$ cat src/design/ffca_ram.sv
module ffca_ram #(
    parameter int WIDTH = 48,
    parameter int DEPTH = 64
) (
    input  logic                     clk,
    input  logic                     we,
    input  logic [$clog2(DEPTH)-1:0] waddr,
    input  logic [WIDTH-1:0]         wdata,
    input  logic [$clog2(DEPTH)-1:0] raddr,
    output logic [WIDTH-1:0]         rdata
);

    logic [WIDTH-1:0] mem [DEPTH];
    logic [WIDTH-1:0] rdata_reg;

    always_ff @(posedge clk)
    begin
        if (we)
        begin
            mem[waddr] <= wdata;
        end
        rdata_reg <= mem[raddr];
    end

    assign rdata = rdata_reg;

endmodule

$ cat config.mk
export PLATFORM = sky130hd
export DESIGN_NAME = ffca_ram
export DESIGN_NICKNAME = d
export VERILOG_FILES = /design/src/design/ffca_ram.sv
export SDC_FILE = /design/constraint.sdc
export NUM_CORES = 2
export LEC_CHECK = 0
export BUFFER_PORTS_ARGS = -buffer_cell sky130_fd_sc_hd__buf_2
export CAP_MARGIN = 10
export CORE_MARGIN = 4
export CORE_UTILIZATION = 60
export DETAILED_ROUTE_END_ITERATION = 6
export PLACE_DENSITY = 0.76
export SETUP_SLACK_MARGIN = 0.1
export SYNTH_ARGS = -nofsm -noshare
export SYNTH_HDL_FRONTEND = slang
export SYNTH_SLANG_ARGS = --single-unit
$ cat constraint.sdc
create_clock -name clk -period 14.7 [get_ports clk]
set_input_delay 2.94 -clock clk [delete_from_list [all_inputs] [get_ports clk]]
set_output_delay 2.94 -clock clk [all_outputs]
set_load 0.03 [all_outputs]
# After elaboration in Yosys (flattened, before gate mapping)
# Memory sizes are Yosys's and may differ from the RTL's. A register that Yosys moved wholly into a read port is not among the register bits.
# Cells that the tools add are included.
[op_classes]
mux = 2
[op_table]
columns = ["op", "count"]
rows = [
  ["two-way mux 1 bit", 2],
]
[totals]
out_inout_bits = 48
register_bits = 0
mem_bits_rw = 3072
memories = 1
elab_cells = 3
in_bits = 62
[memory_table]
columns = ["name", "depth", "width", "read_ports", "rd_ports_with_merged_regs", "write_ports", "line", "rtl"]
rows = [
  ["mem", 64, 48, 1, 1, 1, "13", "logic [WIDTH-1:0] mem [DEPTH];"],
]

# Logic depth before layout (Yosys ltp)
[logic_depth]
ltp_word = 2
ltp_mapped = 9

# Least setup slack after synthesis
# OpenSTA, ideal clock, no wires.
[synth_timing]
path_kind = "in2reg"
startpoint = "in waddr[3]"
endpoint = "mem mem[48][0], enable pin"
setup_ps = 513
required_ps = 14187
cell_stages = 4
t_arrival_ps = 6712
slack_ps = 7475
path_cell_list = "clkbuf_1 > nor2b_1 > nand4b_1 > nor3_1"
[synth_rtl]
columns = ["item", "line", "rtl"]
rows = [
  ["start, declared", "7", "input logic [$clog2(DEPTH)-1:0] waddr,"],
  ["end, declared", "13", ""],
]
# Straight into the memory's write port.

==> results <==
- The run finished with clean final reports.
- The final-report setup violation count is 0.
- The class of the worst hold path is reg2reg.
- The instance area at placement is 0.121 sq mm.
- The average instance area after synthesis is 23.6 sq um.
- For this design, the CTS-stage hold fixing added 0 buffers.
- Entering global routing, the biggest net connects 122 pins.
- The count of warnings emitted by yosys is 0.
- The final instance count without filler cells is 8,014.
- Gates resized during post-CTS repair numbered 0.
- The initial utilization of the core area, before any placement, comes to 60.6%.
- In this run, CTS created clock tree buffers numbering 307.
- Synthesis handed over a netlist of 4,970 instances.
- The max-slew headroom at the worst pin is 13.3%.
- The clock tree root buffer cell is clkbuf_16.
- The register with the most flip-flops in the layout has 3,072 of them.
- The top-level port count is 110.
- Traced cell by cell, the critical path runs through buf_8, buf_4, buf_4, nand2b_1, a211oi_1, a311oi_1, a311oi_1, a211oi_1.
- The synthesized design spends more area on one cell type than any other, namely edfxtp_1.
- The final-layout worst hold slack is 792 ps.
- The floorplan step defined a die boundary enclosing 0.202 sq mm.
- Counting both buffers and inverters, the worst setup path holds a total of 3.
- Global routing used 32.0% of the available tracks.
- The number of buffers added on ports is 109.
- The slowest cell on the critical path is buf_4.
- Counting flops with a built-in enable in the synthesized netlist gives 3,072.
- The cell area that synthesis handed to floorplanning was 0.117 sq mm.
- The total negative slack for setup checks is 0 ps.
- The global placer's final weighted congestion is 0.811.
- The count of final max-slew check failures is 0.
- The TritonCTS clock tree is built.
- The clock net in this run drives a total of 3,120 sinks.
- The clock reaches the later pin of the worst-skew pair after 920 ps.
- The buffers inserted during post-CTS setup optimization is 0.
- Of the cells placed in the final design, the portion with a size suffix greater than 1 is 27.5%.
- The final layout contains routed wiring with a total length of 321,000 microns.
- The worst setup path is captured at a flip-flop.
- In this run the remaining antenna-violating nets after routing total 0.
- The transition time at the pin with the least slew margin is 1300 ps.
- STA classifies the critical path startpoint as an input pin.
- The synthesized design devotes to its leading area cell type 78.8% of total area.
- The endpoint identified for the worst register-to-register timing path is rdata[34].
- The largest fanout on the critical path is 58.
- The cell row count is 161.
- In the final routed layout, each cell accounts on average for 40.0 microns.
- OpenSTA, run right after detailed placement, puts the worst setup slack at 7580 ps.
- The total area inside the core boundary comes to 0.193 sq mm.
- The post-layout worst setup margin is 8580 ps.
- The static power due to leakage is 40.5 nW.
- The first-pass detailed-route iteration total is 7.
- The deepest level of the CTS H-tree is 5.
- The number of antenna violations at the first check in global routing is 28.
- For hold timing, the worst endpoint is rdata[33].
- The worst register-to-register path has a depth of 4.
- The critical path data arrival time is 6870 ps.
- The max-capacitance violation count is 0.
- The critical hold path startpoint is mem[58][33].
- The final critical-path required period is 6120 ps.
- The number of instances on the worst hold path is 4.
- In this run, the number of DRC markers left after iteration 0 of detailed routing was 9,914.
- The total overflow left after global routing is 0.
- Dividing total power by cell area gives a power density of 140 mW/mm^2.
- The critical path is of the in2reg type.
- The final instance area is 0.131 sq mm.
- After filler insertion, the fill cell instance count of the layout stands at 11.2k.
- The die is 450 microns tall.
- Including well taps, the total number of placed cells is 7,458.
- The number of distinct library cell variants in the gate-level netlist after synthesis is 36.
- The post-synthesis register bit count is 3,120.
- By count the netlist is led by edfxtp_1, mux4_2, nor2_1.
- The final critical path takes up 41.6% of the cycle.
- Clock-pin slew was measured on the worst setup and hold paths at 60 ps.
- The family with the most delay on the worst path is buffers and inverters.
- The hold violation count in the final report is 0.
- The total number of vias is 58.6k.
- Of the synthesized area, sequential elements account for 79.6%.
- The worst flop-to-flop path startpoint is mem[27][34].
- In the post-synthesis netlist, the biggest area contributors are edfxtp_1, mux4_2, dfxtp_1, o22ai_1, a221oi_1.
- The via count of the first global-routing pass is 59.3k.
- The required arrival time at the worst endpoint is 15,450 ps.
- Measured along the x axis, the die boundary spans 450 microns.
- The setup slack of the worst register-to-register path is 12,380 ps.
- The clock skew is 54.7 ps.
- The post-detailed-placement half-perimeter wirelength is 160,000 microns.
- The ratio of routed vias to standard cells is 7.31.
- The share of flip-flops with an asynchronous set or reset after synthesis is 0%.
- The first global-routing pass estimated 452,000 microns of wire.
- When the netlist entered floorplanning its net count stood at 5,032.
- The number of buffers on the longest clock path is 4.
- The fmax is 0.163 GHz.
- The largest stage delay on the critical path is 860 ps.
- The net count of the finished layout is 5,306.
- For this run, design rule violations remaining after detail routing come to 0.
- Across the VDD grid, the largest voltage drop is 0.148 mV.
- Setup repair after global routing left no endpoint under its margin.
- For this run, the leading register cell type out of synthesis is edfxtp_1.
- The area overhead of the layout relative to synthesis is 11.5%.
- The most used standard cell by instance count after synthesis is edfxtp_1.
[area by class of cell]
cell class	instances	area, sq um	share of cell area [%]
timing repair buffer	247	1750	1.34
multi-input combinational	1568	23000	17.6
clock buffer	392	8240	6.31
sequential	3120	93200	71.4
clock inverter	138	1220	0.936
tap	2526	3160	2.42
antenna	23	57.6	0.0441
[where the power goes]
group	internal, mW	switching (mW)
Sequential	9.85	0.0438
Combinational	0.300	0.575
Clock	4.35	3.20
Total	14.5	3.82
[metrics by stage]
step	power, mW	utilization (%)
finish	18.3	67.5
global route	18.8	67.5
CTS	18.4	67.5
detailed placement	10.9	62.6
global placement	10.9	62.6
floorplan	10.6	-
[tightest hold or removal path: stages, from the launching register on]
cell and delay [ps]:
edfxtp_1 320, mux2i_1 60, nand2_1 60, a311oi_1 90, a211oi_1 210
[cell families after synthesis]
group,count (synthesis),share of synthesized area [%]
mux,829,15.2
simple gates,253,0.957
flops,3120,79.6
compound gates,486,3.02
buf+inv,282,1.28
[cells in the final DEF (no fill, tap or decap), types with 18 or more instances in the layout]
master,n
bufinv_16,23
o221ai_1,28
nor2_1,68
a21oi_1,74
o22ai_1,122
clkinv_1,62
nor2_4,64
edfxtp_1,3072
a22o_1,57
nor2b_1,18
mux2i_1,63
diode_2,23
dfxtp_1,48
a22oi_1,72
clkbuf_1,68
a221oi_1,83
clkbuf_16,313
clkinv_2,43
nand2_1,54
buf_2,106
mux4_2,754
buf_4,128
a211oi_1,32
[how the worst max path moves through the flow]
stage	from	to	slack, ps	cells past startpoint
finish	raddr[2]	rdata[4]	8580	8
floorplan	waddr[3]	mem[48][0]	7480	4
global route	raddr[0]	rdata[43]	8260	8
detailed placement	raddr[0]	rdata[43]	7580	8
CTS	raddr[0]	rdata[43]	8540	8
global placement	raddr[0]	rdata[43]	7630	8
[per-layer routing]
metal / vias up / track usage (%) / part of all wire [%]
met5: - / 0 / 0.014
met4: 6 / 16.3 / 6.1
met3: 977 / 8.93 / 13
met2: 4987 / 49.4 / 48
met1: 30600 / 42.4 / 33
li1: 22000 / - / -
No activity file was read; power rests on OpenSTA's default activity.
